==> src/sfd_pkg.sv <==
// ----------------------------------------------------------------------------
// Serial frame deframer package
// Result kinds, register indexes, reset values and the command format.
// ----------------------------------------------------------------------------
package sfd_pkg;

  // Result kind codes
  typedef enum logic [2:0] {
    KIND_BYTE     = 3'd0,
    KIND_EMPTY    = 3'd1,
    KIND_SUM_ERR  = 3'd2,
    KIND_TIMEOUT  = 3'd3,
    KIND_OVERFLOW = 3'd4
  } kind_t;

  // Input action codes
  localparam logic ACT_BYTE = 1'b0;
  localparam logic ACT_TICK = 1'b1;

  // Configuration register indexes
  localparam int unsigned CFG_IDX_W = 4;
  localparam logic [CFG_IDX_W-1:0] CFG_CHECKSUM_ENABLE = 4'd0;
  localparam logic [CFG_IDX_W-1:0] CFG_TIMEOUT_TICKS   = 4'd1;
  localparam logic [CFG_IDX_W-1:0] CFG_HEAD_BYTE       = 4'd2;
  localparam logic [CFG_IDX_W-1:0] CFG_TRAILER_WORD    = 4'd3;

  // Register reset values
  localparam logic        RST_CHECKSUM_ENABLE = 1'b1;
  localparam logic [7:0]  RST_TIMEOUT_TICKS   = 8'd10;
  localparam logic [7:0]  RST_HEAD_BYTE       = 8'hAA;
  localparam logic [31:0] RST_TRAILER_WORD    = 32'hCC33_C33C;

  // Frame layout
  localparam int unsigned TRAILER_BYTES  = 4;
  localparam int unsigned SUM_FRAME_MIN  = 6;
  localparam int unsigned FL_W           = 5;

  // Command from front to back, besides the run length
  typedef struct packed {
    kind_t           kind;
    logic [FL_W-1:0] frame_length;
  } cmd_t;

endpackage

==> src/sfd_front.sv <==
// ----------------------------------------------------------------------------
// Deframer front end
// Holds configuration, tracks frame state, stores bytes and issues commands.
// ----------------------------------------------------------------------------
module sfd_front
  import sfd_pkg::*;
#(
  parameter int unsigned BUFFER_BYTES = 32
) (
  input  logic                              clk,
  input  logic                              rst,
  // configuration writes
  input  logic                              cfg_valid,
  output logic                              cfg_ready,
  input  logic [CFG_IDX_W-1:0]              cfg_index,
  input  logic [31:0]                       cfg_data,
  // input items
  input  logic                              in_valid,
  output logic                              in_stall,
  input  logic                              action,
  input  logic [7:0]                        rx_byte,
  // frame store write port
  output logic                              wr_en,
  output logic [$clog2(BUFFER_BYTES)-1:0]   wr_addr,
  output logic [7:0]                        wr_data,
  // command queue
  output logic                              q_push,
  output cmd_t                              q_cmd,
  output logic [$clog2(BUFFER_BYTES+1)-1:0] q_len,
  input  logic                              q_ready,
  input  logic                              run_done
);

  localparam int unsigned ADDR_W = $clog2(BUFFER_BYTES);
  localparam int unsigned CNT_W  = $clog2(BUFFER_BYTES + 1);

  // configuration registers
  logic        checksum_enable;
  logic [7:0]  timeout_ticks;
  logic [7:0]  head_byte;
  logic [31:0] trailer_word;

  // frame state
  logic              in_frame, in_frame_next;
  logic [CNT_W-1:0]  count, count_next;
  logic [7:0]        tick_count, tick_count_next;
  logic [47:0]       tail, tail_next;
  logic [15:0]       sum, sum_next;
  logic              run_busy;

  logic             take;
  logic [CNT_W-1:0] count_inc;
  logic [CNT_W-1:0] n_sum;
  logic [CNT_W-1:0] n_plain;
  logic [47:0]      tail_shift;
  logic [15:0]      sum_add;
  logic [7:0]       tick_inc;
  logic             trailer_hit;

  assign cfg_ready = 1'b1;
  assign in_stall  = run_busy || !q_ready;
  assign take      = in_valid && !in_stall;

  // write configuration registers
  always_ff @(posedge clk) begin
    if (rst) begin
      checksum_enable <= RST_CHECKSUM_ENABLE;
      timeout_ticks   <= RST_TIMEOUT_TICKS;
      head_byte       <= RST_HEAD_BYTE;
      trailer_word    <= RST_TRAILER_WORD;
    end else if (cfg_valid && cfg_ready) begin
      case (cfg_index)
        CFG_CHECKSUM_ENABLE: checksum_enable <= cfg_data[0];
        CFG_TIMEOUT_TICKS:   timeout_ticks   <= cfg_data[7:0];
        CFG_HEAD_BYTE:       head_byte       <= cfg_data[7:0];
        CFG_TRAILER_WORD:    trailer_word    <= cfg_data;
        default: ;
      endcase
    end
  end

  // candidate values for a stored byte or a tick
  assign count_inc   = count + CNT_W'(1);
  assign n_sum       = count_inc - CNT_W'(SUM_FRAME_MIN);
  assign n_plain     = count_inc - CNT_W'(TRAILER_BYTES);
  assign tail_shift  = {tail[39:0], rx_byte};
  assign sum_add     = sum + {8'h00, tail[47:40]};
  assign tick_inc    = tick_count + 8'd1;
  assign trailer_hit = (count_inc >= CNT_W'(TRAILER_BYTES)) &&
                       (tail_shift[31:0] == trailer_word);

  // classify the accepted item
  always_comb begin
    in_frame_next   = in_frame;
    count_next      = count;
    tick_count_next = tick_count;
    tail_next       = tail;
    sum_next        = sum;
    wr_en           = 1'b0;
    wr_addr         = count[ADDR_W-1:0];
    wr_data         = rx_byte;
    q_push          = 1'b0;
    q_cmd.kind         = KIND_BYTE;
    q_cmd.frame_length = '0;
    q_len           = '0;

    if (take) begin
      if (action == ACT_TICK) begin
        if (!in_frame) begin
          tick_count_next = 8'd0;
        end else begin
          tick_count_next = tick_inc;
          if (tick_inc >= timeout_ticks) begin
            q_push          = 1'b1;
            q_cmd.kind      = KIND_TIMEOUT;
            in_frame_next   = 1'b0;
            count_next      = '0;
            tick_count_next = 8'd0;
          end
        end
      end else if (!in_frame) begin
        // open a frame on the head byte
        if (rx_byte == head_byte) begin
          in_frame_next   = 1'b1;
          count_next      = '0;
          tick_count_next = 8'd0;
          sum_next        = 16'd0;
        end
      end else if (count == CNT_W'(BUFFER_BYTES)) begin
        // drop the byte and abort on overflow
        q_push          = 1'b1;
        q_cmd.kind      = KIND_OVERFLOW;
        in_frame_next   = 1'b0;
        count_next      = '0;
        tick_count_next = 8'd0;
      end else begin
        wr_en      = 1'b1;
        count_next = count_inc;
        tail_next  = tail_shift;
        if (count >= CNT_W'(SUM_FRAME_MIN)) begin
          sum_next = sum_add;
        end
        if (trailer_hit) begin
          q_push          = 1'b1;
          in_frame_next   = 1'b0;
          count_next      = '0;
          tick_count_next = 8'd0;
          if (checksum_enable) begin
            if (count_inc < CNT_W'(SUM_FRAME_MIN)) begin
              q_cmd.kind = KIND_SUM_ERR;
            end else if (sum_next != tail_shift[47:32]) begin
              q_cmd.kind         = KIND_SUM_ERR;
              q_cmd.frame_length = FL_W'(n_sum);
            end else if (n_sum == '0) begin
              q_cmd.kind = KIND_EMPTY;
            end else begin
              q_cmd.kind         = KIND_BYTE;
              q_cmd.frame_length = FL_W'(n_sum);
              q_len              = n_sum;
            end
          end else if (n_plain == '0) begin
            q_cmd.kind = KIND_EMPTY;
          end else begin
            q_cmd.kind         = KIND_BYTE;
            q_cmd.frame_length = FL_W'(n_plain);
            q_len              = n_plain;
          end
        end
      end
    end
  end

  // hold frame state
  always_ff @(posedge clk) begin
    if (rst) begin
      in_frame   <= 1'b0;
      count      <= '0;
      tick_count <= 8'd0;
      run_busy   <= 1'b0;
    end else begin
      in_frame   <= in_frame_next;
      count      <= count_next;
      tick_count <= tick_count_next;
      if (q_push && q_cmd.kind == KIND_BYTE) begin
        run_busy <= 1'b1;
      end else if (run_done) begin
        run_busy <= 1'b0;
      end
    end
  end

  // payload history: last six bytes and sum of older ones
  always_ff @(posedge clk) begin
    tail <= tail_next;
    sum  <= sum_next;
  end

endmodule

==> src/sfd_fifo.sv <==
// ----------------------------------------------------------------------------
// Deframer command queue
// Small first-in first-out buffer between the front and back ends.
// ----------------------------------------------------------------------------
module sfd_fifo #(
  parameter int unsigned WIDTH = 8,
  parameter int unsigned DEPTH = 2
) (
  input  logic             clk,
  input  logic             rst,
  input  logic             push,
  input  logic [WIDTH-1:0] push_data,
  output logic             ready,
  output logic             valid,
  input  logic             pop,
  output logic [WIDTH-1:0] pop_data
);

  localparam int unsigned PTR_W = $clog2(DEPTH);
  localparam int unsigned CNT_W = $clog2(DEPTH + 1);

  logic [WIDTH-1:0] entries [DEPTH];
  logic [PTR_W-1:0] wr_ptr;
  logic [PTR_W-1:0] rd_ptr;
  logic [CNT_W-1:0] fill;
  logic             do_push;
  logic             do_pop;

  assign ready    = (fill != CNT_W'(DEPTH));
  assign valid    = (fill != '0);
  assign do_push  = push && ready;
  assign do_pop   = pop && valid;
  assign pop_data = entries[rd_ptr];

  // store entries
  always_ff @(posedge clk) begin
    if (do_push) begin
      entries[wr_ptr] <= push_data;
    end
  end

  // advance pointers and fill count
  always_ff @(posedge clk) begin
    if (rst) begin
      wr_ptr <= '0;
      rd_ptr <= '0;
      fill   <= '0;
    end else begin
      if (do_push) begin
        wr_ptr <= (wr_ptr == PTR_W'(DEPTH - 1)) ? '0 : wr_ptr + PTR_W'(1);
      end
      if (do_pop) begin
        rd_ptr <= (rd_ptr == PTR_W'(DEPTH - 1)) ? '0 : rd_ptr + PTR_W'(1);
      end
      case ({do_push, do_pop})
        2'b10:   fill <= fill + CNT_W'(1);
        2'b01:   fill <= fill - CNT_W'(1);
        default: fill <= fill;
      endcase
    end
  end

endmodule

==> src/sfd_back.sv <==
// ----------------------------------------------------------------------------
// Deframer back end
// Owns the frame store and turns queued commands into result transactions.
// ----------------------------------------------------------------------------
module sfd_back
  import sfd_pkg::*;
#(
  parameter int unsigned BUFFER_BYTES = 32
) (
  input  logic                              clk,
  input  logic                              rst,
  // frame store write port
  input  logic                              wr_en,
  input  logic [$clog2(BUFFER_BYTES)-1:0]   wr_addr,
  input  logic [7:0]                        wr_data,
  // command queue
  input  logic                              q_valid,
  input  cmd_t                              q_cmd,
  input  logic [$clog2(BUFFER_BYTES+1)-1:0] q_len,
  output logic                              q_pop,
  output logic                              run_done,
  // result channel
  output logic                              out_valid,
  input  logic                              out_stall,
  output logic [2:0]                        kind,
  output logic [7:0]                        payload_byte,
  output logic                              last,
  output logic [FL_W-1:0]                   frame_length
);

  localparam int unsigned ADDR_W = $clog2(BUFFER_BYTES);
  localparam int unsigned CNT_W  = $clog2(BUFFER_BYTES + 1);

  typedef enum logic [1:0] {
    S_IDLE,
    S_READ,
    S_SHOW
  } state_t;

  logic [7:0]       store [BUFFER_BYTES];
  state_t           state;
  logic [ADDR_W-1:0] idx;
  logic [CNT_W-1:0] run_len;
  logic [FL_W-1:0]  run_fl;
  logic             is_run;
  kind_t            out_kind;
  logic [7:0]       out_byte;
  logic             out_last;
  logic [FL_W-1:0]  out_len;
  logic             out_take;

  assign q_pop        = (state == S_IDLE) && q_valid;
  assign out_valid    = (state == S_SHOW);
  assign out_take     = out_valid && !out_stall;
  assign run_done     = out_take && is_run && out_last;
  assign kind         = out_kind;
  assign payload_byte = out_byte;
  assign last         = out_last;
  assign frame_length = out_len;

  // write the frame store
  always_ff @(posedge clk) begin
    if (wr_en) begin
      store[wr_addr] <= wr_data;
    end
  end

  // walk commands and hold the result register
  always_ff @(posedge clk) begin
    if (rst) begin
      state <= S_IDLE;
    end else begin
      case (state)
        S_IDLE: begin
          if (q_valid) begin
            idx     <= '0;
            run_len <= q_len;
            run_fl  <= q_cmd.frame_length;
            if (q_cmd.kind == KIND_BYTE) begin
              is_run <= 1'b1;
              state  <= S_READ;
            end else begin
              is_run   <= 1'b0;
              out_kind <= q_cmd.kind;
              out_byte <= 8'h00;
              out_last <= 1'b1;
              out_len  <= q_cmd.frame_length;
              state    <= S_SHOW;
            end
          end
        end
        S_READ: begin
          out_kind <= KIND_BYTE;
          out_byte <= store[idx];
          out_last <= (CNT_W'(idx) == CNT_W'(run_len - CNT_W'(1)));
          out_len  <= run_fl;
          state    <= S_SHOW;
        end
        S_SHOW: begin
          if (!out_stall) begin
            if (is_run && !out_last) begin
              idx   <= idx + ADDR_W'(1);
              state <= S_READ;
            end else begin
              state <= S_IDLE;
            end
          end
        end
        default: state <= S_IDLE;
      endcase
    end
  end

endmodule

==> src/serial_frame_deframer_sum16.sv <==
// ----------------------------------------------------------------------------
// Serial frame deframer with a 16-bit payload sum
// Input channel (in_valid/in_stall): one transaction per received UART byte
// (action 0, rx_byte) or timer tick (action 1). A head byte opens a frame,
// later bytes are stored until the last four match the trailer word.
// Result channel (out_valid/out_stall): a good frame yields its payload as a
// run of kind-0 transactions, last set on the final byte; an empty frame,
// checksum error, timeout or overflow yields a single transaction with last.
// Configuration channel (cfg_valid/cfg_ready): register writes, always ready.
// With the back end idle, a single result passes through the command queue
// and then the result register. A payload run passes through the command
// queue, then each byte goes through a frame store read and then the result
// register before the next byte is read.
// Input is stalled while a payload run is being read out of the frame store
// and while the 2-entry command queue is full; error results queue behind.
// Receiver stall holds the result register and pauses the store walk.
// Synchronous reset clears frame state and restores register defaults; the
// frame store has no clearing pass and is only read where written.
// ----------------------------------------------------------------------------
module serial_frame_deframer_sum16
  import sfd_pkg::*;
#(
  parameter int unsigned BUFFER_BYTES = 32
) (
  input  logic                 clk,
  input  logic                 rst,
  input  logic                 cfg_valid,
  output logic                 cfg_ready,
  input  logic [CFG_IDX_W-1:0] cfg_index,
  input  logic [31:0]          cfg_data,
  input  logic                 in_valid,
  output logic                 in_stall,
  input  logic                 action,
  input  logic [7:0]           rx_byte,
  output logic                 out_valid,
  input  logic                 out_stall,
  output logic [2:0]           kind,
  output logic [7:0]           payload_byte,
  output logic                 last,
  output logic [FL_W-1:0]      frame_length
);

  localparam int unsigned ADDR_W = $clog2(BUFFER_BYTES);
  localparam int unsigned CNT_W  = $clog2(BUFFER_BYTES + 1);
  localparam int unsigned CMD_W  = $bits(cmd_t);
  localparam int unsigned Q_W    = CMD_W + CNT_W;

  logic              wr_en;
  logic [ADDR_W-1:0] wr_addr;
  logic [7:0]        wr_data;
  logic              q_push;
  cmd_t              push_cmd;
  logic [CNT_W-1:0]  push_len;
  logic              q_ready;
  logic              q_valid;
  logic              q_pop;
  logic [Q_W-1:0]    q_head;
  cmd_t              pop_cmd;
  logic [CNT_W-1:0]  pop_len;
  logic              run_done;

  assign pop_cmd = q_head[CMD_W-1:0];
  assign pop_len = q_head[Q_W-1:CMD_W];

  sfd_front #(
    .BUFFER_BYTES (BUFFER_BYTES)
  ) u_front (
    .clk       (clk),
    .rst       (rst),
    .cfg_valid (cfg_valid),
    .cfg_ready (cfg_ready),
    .cfg_index (cfg_index),
    .cfg_data  (cfg_data),
    .in_valid  (in_valid),
    .in_stall  (in_stall),
    .action    (action),
    .rx_byte   (rx_byte),
    .wr_en     (wr_en),
    .wr_addr   (wr_addr),
    .wr_data   (wr_data),
    .q_push    (q_push),
    .q_cmd     (push_cmd),
    .q_len     (push_len),
    .q_ready   (q_ready),
    .run_done  (run_done)
  );

  sfd_fifo #(
    .WIDTH (Q_W),
    .DEPTH (2)
  ) u_fifo (
    .clk       (clk),
    .rst       (rst),
    .push      (q_push),
    .push_data ({push_len, push_cmd}),
    .ready     (q_ready),
    .valid     (q_valid),
    .pop       (q_pop),
    .pop_data  (q_head)
  );

  sfd_back #(
    .BUFFER_BYTES (BUFFER_BYTES)
  ) u_back (
    .clk          (clk),
    .rst          (rst),
    .wr_en        (wr_en),
    .wr_addr      (wr_addr),
    .wr_data      (wr_data),
    .q_valid      (q_valid),
    .q_cmd        (pop_cmd),
    .q_len        (pop_len),
    .q_pop        (q_pop),
    .run_done     (run_done),
    .out_valid    (out_valid),
    .out_stall    (out_stall),
    .kind         (kind),
    .payload_byte (payload_byte),
    .last         (last),
    .frame_length (frame_length)
  );

endmodule

==> config.mk <==
export PLATFORM = sky130hd
export DESIGN_NAME = serial_frame_deframer_sum16
export DESIGN_NICKNAME = d
export VERILOG_FILES = /design/src/sfd_pkg.sv /design/src/sfd_front.sv /design/src/sfd_fifo.sv /design/src/sfd_back.sv /design/src/serial_frame_deframer_sum16.sv
export SDC_FILE = /design/constraint.sdc
export NUM_CORES = 1
export LEC_CHECK = 0
export ABC_AREA = 1
export BUFFER_PORTS_ARGS = -buffer_cell sky130_fd_sc_hd__buf_2
export CORE_MARGIN = 2
export CORE_UTILIZATION = 55
export CTS_BUF_LIST = sky130_fd_sc_hd__clkbuf_4 sky130_fd_sc_hd__clkbuf_8
export DETAILED_ROUTE_END_ITERATION = 10
export PLACE_DENSITY = 0.76
export SYNTH_ARGS = -nofsm -noshare
export SYNTH_HDL_FRONTEND = slang
export SYNTH_HIERARCHICAL = 1
export SYNTH_SLANG_ARGS = --single-unit
==> constraint.sdc <==
create_clock -name clk -period 6.6 [get_ports clk]
set_input_delay 0.33 -clock clk [delete_from_list [all_inputs] [get_ports clk]]
set_output_delay 0.33 -clock clk [all_outputs]
set_load 0.05 [all_outputs]
==> results of run 1 <==
==> report_power, final <==
part	switching, mW	internal (mW)
registers	0.00457	3.13
clock network	1.09	1.30
logic	0.0697	0.0378
total	1.16	4.46
==> through the flow <==
stage                     instance area [µm²]  utilization  setup WS (ns)
final                                   22800        0.621           2.82
after global routing                    22800        0.621           2.49
after CTS                               22800        0.621           2.87
after detailed placement                21100        0.574           2.78
after global placement                  21100        0.574           2.86
after floorplan                         20600            -           2.56
==> layer usage <==
layer,share of wire,routed length [µm]
met5,0.00037,17
met4,0.033,1520
met3,0.076,3460
met2,0.47,21700
met1,0.42,19000
==> worst max-delay path, delay by kind of cell, from the launching register on <==
| family | cells | cell delay [ns] |
|---|---|---|
| buf+inv | 3 | 0.26 |
| flops | 1 | 0.48 |
| xor+xnor | 1 | 0.46 |
| fa+ha+maj | 2 | 0.55 |
| simple gates | 7 | 1.61 |
==> cell families (layout without fill, tap and decap cells) <==
family                   count (synthesis)  in the layout  share of synthesized area
buffers and inverters                  230            379                     0.0530
XOR/XNOR                                62             62                     0.0278
AO/OA/AOI/OAI                          142            142                     0.0361
other                                    1              1                   0.000182
flip-flops                             459            459                      0.632
AND/OR/NAND/NOR                       1075           1075                      0.225
multiplexers                            14             14                    0.00766
adder cells (fa/ha/maj)                 29             29                     0.0180
==> cells in the final DEF (no fill, tap or decap), types with 11 or more instances in the layout <==
master           n
a21oi_1         52
buf_2           68
clkbuf_4        20
clkbuf_8        79
clkinv_1        15
clkinv_2        11
dfxtp_1         75
dlygate4sd3_1   31
edfxtp_1       382
ha_1            28
inv_1          128
mux2_2          14
nand2_1        555
nand3_1        261
nand3b_1        11
nand4_1         13
nor2_1         176
nor3_1          15
o21ai_0         62
o21ai_1         16
xnor2_1         35
xor2_1          24
==> flip-flops by register name, summed over array words and instances (netlist names), 2 cells and up, named ones only <==
register / count
u_back/payload_byte: 8
u_fifo/entries: 28
u_back/store: 256
u_back/run_len: 6
u_front/tick_count: 8
u_back/run_fl: 5
u_back/kind: 3
u_front/timeout_ticks: 8
u_back/state: 2
u_front/sum: 16
u_front/tail: 48
u_back/frame_length: 5
u_front/count: 6
u_front/head_byte: 8
u_fifo/fill: 2
u_back/idx: 5
u_front/trailer_word: 32
==> cell type report <==
type / instances / area share
Timing Repair Buffer: 109 / 0.0318
Multi-Input combinational cell: 1323 / 0.285
Inverter: 144 / 0.0238
Clock buffer: 99 / 0.0543
Clock inverter: 27 / 0.00845
Sequential cell: 459 / 0.571
Tap cell: 468 / 0.0257
==> repair_timing <==
action                    in CTS  in global routing
hold buffers                  31                  0
gates resized for setup        0                  0
hold endpoints to repair      37                  0
==> worst min path at each step <==
stage                         start  slack [ns]                       to  depth (start not counted)
floorplan           u_front/tail[7]        0.43         u_front/tail[15]                          0
global placement    u_front/tail[7]        0.44         u_front/tail[15]                          0
detailed placement  u_front/tail[7]        0.44         u_front/tail[15]                          0
CTS                     cfg_data[6]     0.00007  u_front/trailer_word[6]                          3
global route            cfg_data[6]        0.05  u_front/trailer_word[6]                          3
finish                  cfg_data[6]        0.03  u_front/trailer_word[6]                          3
==> impl_results.md, run 1 <==
* Ranking of synthesized cells by area: edfxtp_1 (56%), nand2_1 (10%), dfxtp_1 (7.5%)
* Final estimated routing congestion in global placement at 0.871
* Cell type with the highest occurrence count on the critical path: nand2_1
* Clock period minus final worst setup slack at approximately 3.8 ns
* FF-to-FF Start: u_front/count[1]
* Number of synthesized flops with an enable pin at 382
* Worst R2R End: u_fifo/entries[0][1]
* Count of synthesis-stage warnings from yosys at 6
* Count of final hold-check violations at 0
* IR drop worst, VDD at 198 µV
* Cell depth of the worst flop-to-flop path at 13
* Most numerous cell types in the synthesized netlist: nand2_1 (555), edfxtp_1 (382), nand3_1 (261)
* # placed instances at 2472
* Dpl hpwl at approximately 28000 µm
* Worst Clk Skew at 0.0282 ns
* Std-Cell Rows at 70
* Area share of the largest cell type after synthesis at 0.557
* Combined flip-flop and latch cell area at 13000 µm²
* Area grow syn2layout at 10.8%
* Most used standard cell by instance count after synthesis: nand2_1
* Startpoint class of the critical path: flop
* Remaining antenna violation count after routing at 0
* Starting Density at 0.561
* Clock buffers created by TritonCTS at 73
* Class of the worst hold path: in -> reg
* Worst-path fanout max at 14
* GR met2 Demand/Resource at 0.387
* Sum of routed wire length over all layers at 45700 µm
* Critical path start-end classification: reg -> reg
* Global-route congestion overflow total at 0
* Largest buffer count on any clock path at 3
* Number of DRC violations after detailed-routing iteration 0 at roughly 1200
* Clock-pin slew of the registers on the worst-case setup and hold paths at 0.06 ns
* Number of antenna violations at the first check in global routing at 1
* Crit path launch: u_front/count[1]
* Detailed-routing iteration count for the pre-antenna-repair pass at 8
* Setup repair after global routing missed its margin: no
* Floorplan die height at 197 µm
* Leakage power of the design at 8.71 nW
* Result of the run: finished clean
* Vias after detailed routing at about 15000
* Met1 demand-to-capacity share in global routing at 0.308
* Number of library cell types mapped by synthesis at between 40 and 50
* Longest individual stage delay on the worst path at between 0.9 and 1 ns
* # fillers at 2789
* Number of global-route vias before repair at roughly 14000
* Overall global routing resource usage at 0.236
* Sink Count at 459
* Clock insertion delay at the later pin of the skew report at 0.63 ns
* Maxcap violations at 0
* Final routed DRC violation total at 0
* Clock tree from TritonCTS: done
* Pwr Density at about 250 nW/µm²
* Global-route met3 utilization at 0.0461
* Number of vias per cell after detailed routing at 5.52
* Final count of negative-setup-slack endpoints at 0
* Max Transition Viols Final at 0
* Share of the cycle needed by the critical path after routing at 0.573
* Quantity of I/O buffers inserted on ports at between 60 and 70
* Pin count of the biggest net entering global routing at 85
* Final hold slack at 0.0340 ns
* Synth async-reset ratio at 0
* Setup bufs post-CTS at 0
* Core Region at 36700 µm²
* Die width at 197 µm
* Global-route wire length before repair at 71100 µm
* Sequence of cells on the critical path: ha_1, xor2_1, inv_1, ha_1, nand3_1, nand2_1, nand2_1, inv_2, nand2_2, inv_1, nor3_1, nand2_1, nor2_1
* Achievable Freq at 264 MHz
* Layout cells sized above 1 at 0.122
* Ant diodes at 0
* Cell accounting for the most synthesized area: edfxtp_1
* Most common flop cell mapped by yosys: edfxtp_1
* Cell Count, Final, Fillers Out at 2629
* Syn Nets at 2091
* Transition at the pin with the smallest max-transition slack at 1.26 ns
* Endpoint kind of the worst setup timing path: flop
* Buffer cell driving the clock tree root: clkbuf_8
* Required time at the endpoint of the critical path at 6.82 ns
* Die area at 39000 µm²
* Maximum level of the CTS H-tree at 3
* Data arrival time at the worst-slack endpoint at 4.00 ns
* Worst reg2reg setup slack at 2.82 ns
* Mean instance size in the synthesized netlist at 10.2 µm²
* Worst-path cell with the longest stage delay: nor2_1
* Synth Register Bits at 459
* Peak-usage layer in the global routing report: met2
* Summed instance area of the synthesized netlist at ~20000 µm²
* Count of mapped cells out of synthesis at 2012
* Routed wirelength normalized by instance count at about 17 µm
* Power after layout at 5.62 mW
* Area of the multi-input gates at about 6500 µm²
* Sequential element share of the synthesized area at 0.632
* Setup TNS at 0 ns
* Max-Slew Margin vs Limit at 0.163
* Worst setup path endpoint: u_fifo/entries[0][1]
* NumNets Final at between 2000 and 2500
* Num ports at 70
Power figures use the tool's default switching activity.
==> inputs of run 2 (changes only) <==
--- a/config.mk
+++ b/config.mk
@@ -5,7 +5,7 @@
 export SDC_FILE = /design/constraint.sdc
 export NUM_CORES = 1
 export LEC_CHECK = 0
-export ABC_AREA = 1
+export ABC_AREA = 0
 export BUFFER_PORTS_ARGS = -buffer_cell sky130_fd_sc_hd__buf_2
 export CORE_MARGIN = 2
 export CORE_UTILIZATION = 55
==> constraint.sdc (replaced) <==
create_clock -name clk -period 3.9 [get_ports clk]
set_input_delay 0.195 -clock clk [delete_from_list [all_inputs] [get_ports clk]]
set_output_delay 0.195 -clock clk [all_outputs]
set_load 0.05 [all_outputs]
==> impl_results.md, run 2 <==
* Number of global-route vias before repair at 12100 (-13%)
* Worst-path fanout max at 5 (-9)
* Data arrival time at the worst-slack endpoint at 4.07 ns (+0.07 ns)
* Endpoint kind of the worst setup timing path: flop
* Critical path start-end classification: reg -> reg
* Max-Slew Margin vs Limit at 0.162 (-0.000374)
* Largest family of logic cells by synthesized area: multiplexers
* Vias after detailed routing at 12000 (-17%)
* Reg with most FFs: u_back/store
* Std-Cell Rows at 69 (-1.4%)
* Clock buffers created by TritonCTS at 74 (+1.4%)
* Remaining antenna violation count after routing at 0 (unchanged)
* Clock period minus final worst setup slack at 3.65 ns (-0.138 ns)
* Final routed DRC violation total at 0 (unchanged)
* Count of synthesis-stage warnings from yosys at 6 (unchanged)
* NetSw at 1.97 mW (+69%)
* Ranking of synthesized cells by area: edfxtp_1 (57%), dfxtp_1 (7.7%), mux4_2 (6.2%)
* P_int at 7.67 mW (+72%)
* Quantity of I/O buffers inserted on ports at 68 (unchanged)
* Setup TNS at 0 ns (unchanged)
* Maximum level of the CTS H-tree at 3 (unchanged)
* Most numerous cell types in the synthesized netlist: edfxtp_1 (382), nor2_1 (116), nand2_1 (107)
* Ant diodes at 0 (unchanged)
* Overall global routing resource usage at 0.228 (-0.00805)
* Count of mapped cells out of synthesis at 1358 (-33%)
* Cell Count, Final, Fillers Out at 2053 (-22%)
* Leakage power of the design at 8.06 nW (-7.4%)
* Largest buffer count on any clock path at 3 (unchanged)
* Number of vias per cell after detailed routing at 5.87 (+6.4%)
* Met1 demand-to-capacity share in global routing at 0.313 (+0.00531)
* Class of the worst hold path: in -> reg
* Cell accounting for the most synthesized area: edfxtp_1
* Final estimated routing congestion in global placement at 0.881 (+1.1%)
* Sink Count at 459 (unchanged)
* IR drop worst, VDD at 246 µV (+24%)
* Setup repair after global routing missed its margin: no
* Die width at 195 µm (-1.4%)
* Area share of the largest cell type after synthesis at 0.574 (+0.0168)
* Area grow syn2layout at 14.5%
* Synth Area in Compound Gates at 0.0578 (+0.0216)
* Synth async-reset ratio at 0 (unchanged)
* Achievable Freq at 274 MHz (+3.8%)
* Clock-pin slew of the registers on the worst-case setup and hold paths at 0.06 ns (about the same)
* Highest-count cells in the layout ignoring fill and taps: edfxtp_1 (382), nor2_1 (115), nand2_1 (107)
* Core Region at 35700 µm² (-2.8%)
* Max Transition Viols Final at 0 (unchanged)
* Sum of routed wire length over all layers at 42800 µm (-6.4%)
* # placed instances at 1885 (-24%)
* Most common library cell in the layout ignoring fill and taps: edfxtp_1
* Layout cells sized above 1 at 0.227 (+0.105)
* Worst Clk Skew at 0.0350 ns (+0.00680 ns)
* Startpoint class of the critical path: flop
* Pin count of the biggest net entering global routing at 59 (-31%)
* Syn Nets at 1437 (-31%)
* Post-route cell area at 22900 µm² (+0.33%)
* Number of synthesized flops with an enable pin at 382 (unchanged)
* Summed instance area of the synthesized netlist at 20000 µm² (-2.9%)
* NumNets Final at 1616 (-26%)
* Most used standard cell by instance count after synthesis: edfxtp_1
* Most common flop cell mapped by yosys: edfxtp_1
* Number of flip-flops under the largest register name at 256 (unchanged)
* Pwr Density at 421 nW/µm² (+71%)
* Transition at the pin with the smallest max-transition slack at 1.26 ns (-0.000789 ns)
* Registers with the most flip-flops: u_back/store: 256 flops, u_front/tail: 48 flops, u_front/trailer_word: 32 flops
* Count of final hold-check violations at 0 (unchanged)
* Area share of and/or/nand/nor cells after synthesis at 0.0960 (-0.129)
* Mean instance size in the synthesized netlist at 14.7 µm² (+44%)
* Proportion of power drawn by flip-flops and latches at 0.550 (-0.007)
* Number of antenna violations at the first check in global routing at 0 (-1)
* Die area at 37900 µm² (-2.9%)
* Peak-usage layer in the global routing report: met2
* Buffer cell driving the clock tree root: clkbuf_8
* Floorplan die height at 195 µm (-1.4%)
* Clock insertion delay at the later pin of the skew report at 0.61 ns (-0.02 ns)
* Maxcap violations at 0 (unchanged)
* Synth Register Bits at 459 (unchanged)
* Number of DRC violations after detailed-routing iteration 0 at 1182 (-4.7%)
* Required time at the endpoint of the critical path at 4.32 ns (-2.50 ns)
* Clock tree from TritonCTS: done
* # fillers at 2531 (-9.3%)
* XOR/XNOR Fraction of Synth Area at 0.0428 (+0.0151)
* Adder and majority cell fraction of the synthesized area at 0.0185 (+0.000541)
* Global-route wire length before repair at 66800 µm (-6.1%)
* Number of library cell types mapped by synthesis at 84 (+83%)
* Final count of negative-setup-slack endpoints at 0 (unchanged)
* Result of the run: finished clean
* Share of synthesized area spent on multiplexers at 0.107 (+0.0994)
* Routed wirelength normalized by instance count at 20.8 µm (+20%)
* Post-layout utilization of the core at 0.642 (+0.0203)
* Clk network pwr share at 0.431 (+0.007)
* Global-route met3 utilization at 0.0486 (+0.00249)
* Global-route congestion overflow total at 0 (unchanged)
* Sequential element share of the synthesized area at 0.651 (+0.0190)
* GR met2 Demand/Resource at 0.369 (-0.0185)
* Starting Density at 0.560 (about the same)
* Dpl hpwl at 27500 µm (-3.5%)
* Share of the cycle needed by the critical path after routing at 0.935 (+0.361)
* Num ports at 70 (unchanged)
* Post-detailed-placement cell area at 21000 µm² (-0.31%)
* Combinational power share at 0.020 (about the same)
* Net switching fraction of the power at 0.204 (-0.00241)
* Detailed-routing iteration count for the pre-antenna-repair pass at 5 (-3)
[run 2: changes by cell type in the layout (fill, tap and decap cells not counted), moves of 36 or more]
cell	previous run	this run
inv_1	128	31
nor2_1	176	115
nand2_1	555	107
o21ai_0	62	18
mux4_2	0	55
mux2i_1	0	36
buf_4	10	62
nand3_1	261	32
[run 2: layout make-up]
cell class,instances,area [µm²],area share
inverter,33,124,0.00541
clock buffer,111,1360,0.0594
timing repair buffer,167,1190,0.0518
multi-input combinational,802,6460,0.283
clock inverter,20,150,0.00656
tap,461,577,0.0252
sequential,459,13000,0.569
[run 2: final timing paths]
| path | start | endpoint | slack, ns | cells after the start |
|---|---|---|---|---|
| setup reg to reg | u_front/sum[0] | u_fifo/entries[1][9] | 0.25 | 12 |
| hold reg to reg | u_front/run_busy | u_front/run_busy | 0.45 | 2 |
| hold / removal | cfg_valid | u_front/checksum_enable | 0.08 | 5 |
| setup / recovery | u_front/sum[0] | u_fifo/entries[1][9] | 0.25 | 12 |
[run 2: stage by stage]
| stage | hold WS (ns) | worst slack (ns) | total power [mW] |
|---|---|---|---|
| floorplan | 0.264 | 0.202 | 5.48 |
| global placement | 0.404 | 0.301 | 5.55 |
| detailed placement | 0.410 | 0.233 | 5.56 |
| CTS | 0.00999 | 0.158 | 9.72 |
| global route | 0.0622 | 0.00367 | 9.96 |
| finish | 0.0791 | 0.255 | 9.64 |
[run 2: logic make-up (layout without fill, tap and decap cells)]
logic type               count (synthesis)  after routing
AND/OR/NAND/NOR                        390            390
AO/OA/AOI/OAI                          162            162
buffers and inverters                   97            331
adder cells (fa/ha/maj)                 29             29
XOR/XNOR                                93             93
flip-flops                             459            459
multiplexers                           127            127
other                                    1              1
[run 2: routing by layer]
| layer | routed length [µm] | vias to the layer above |
|---|---|---|
| met1 | 18100 | 5986 |
| met2 | 20400 | 492 |
| met5 | 0 | - |
| met3 | 3470 | 62 |
| li1 | - | 5508 |
| met4 | 823 | 0 |
[run 2: what timing repair did]
action / CTS / global route
hold buffers: 36 / 0
gates resized for setup: 0 / 2
setup buffers: 0 / 1
hold endpoints to repair: 56 / 0
setup endpoints to repair: 0 / 3
[run 2: critical path: stages, from the launching register on]
cell	delay, ns
edfxtp_1	0.40
ha_1	0.19
inv_1	0.05
fa_1	0.39
nand2b_1	0.18
a211oi_1	0.29
o211ai_1	0.22
or4_1	0.51
o211ai_1	0.14
and2_1	0.18
nand4_2	0.17
or4b_1	0.55
a21oi_1	0.18
[run 2: power by group through the flow]
stage	clock network [mW]	logic (mW)	registers, mW
6_report	4.15	0.190	5.30
5_1_grt	4.46	0.207	5.30
4_1_cts	4.23	0.186	5.30
3_5_place_dp	0	0.158	5.40
3_3_place_gp	0	0.153	5.40
2_1_floorplan	0	0.0818	5.40
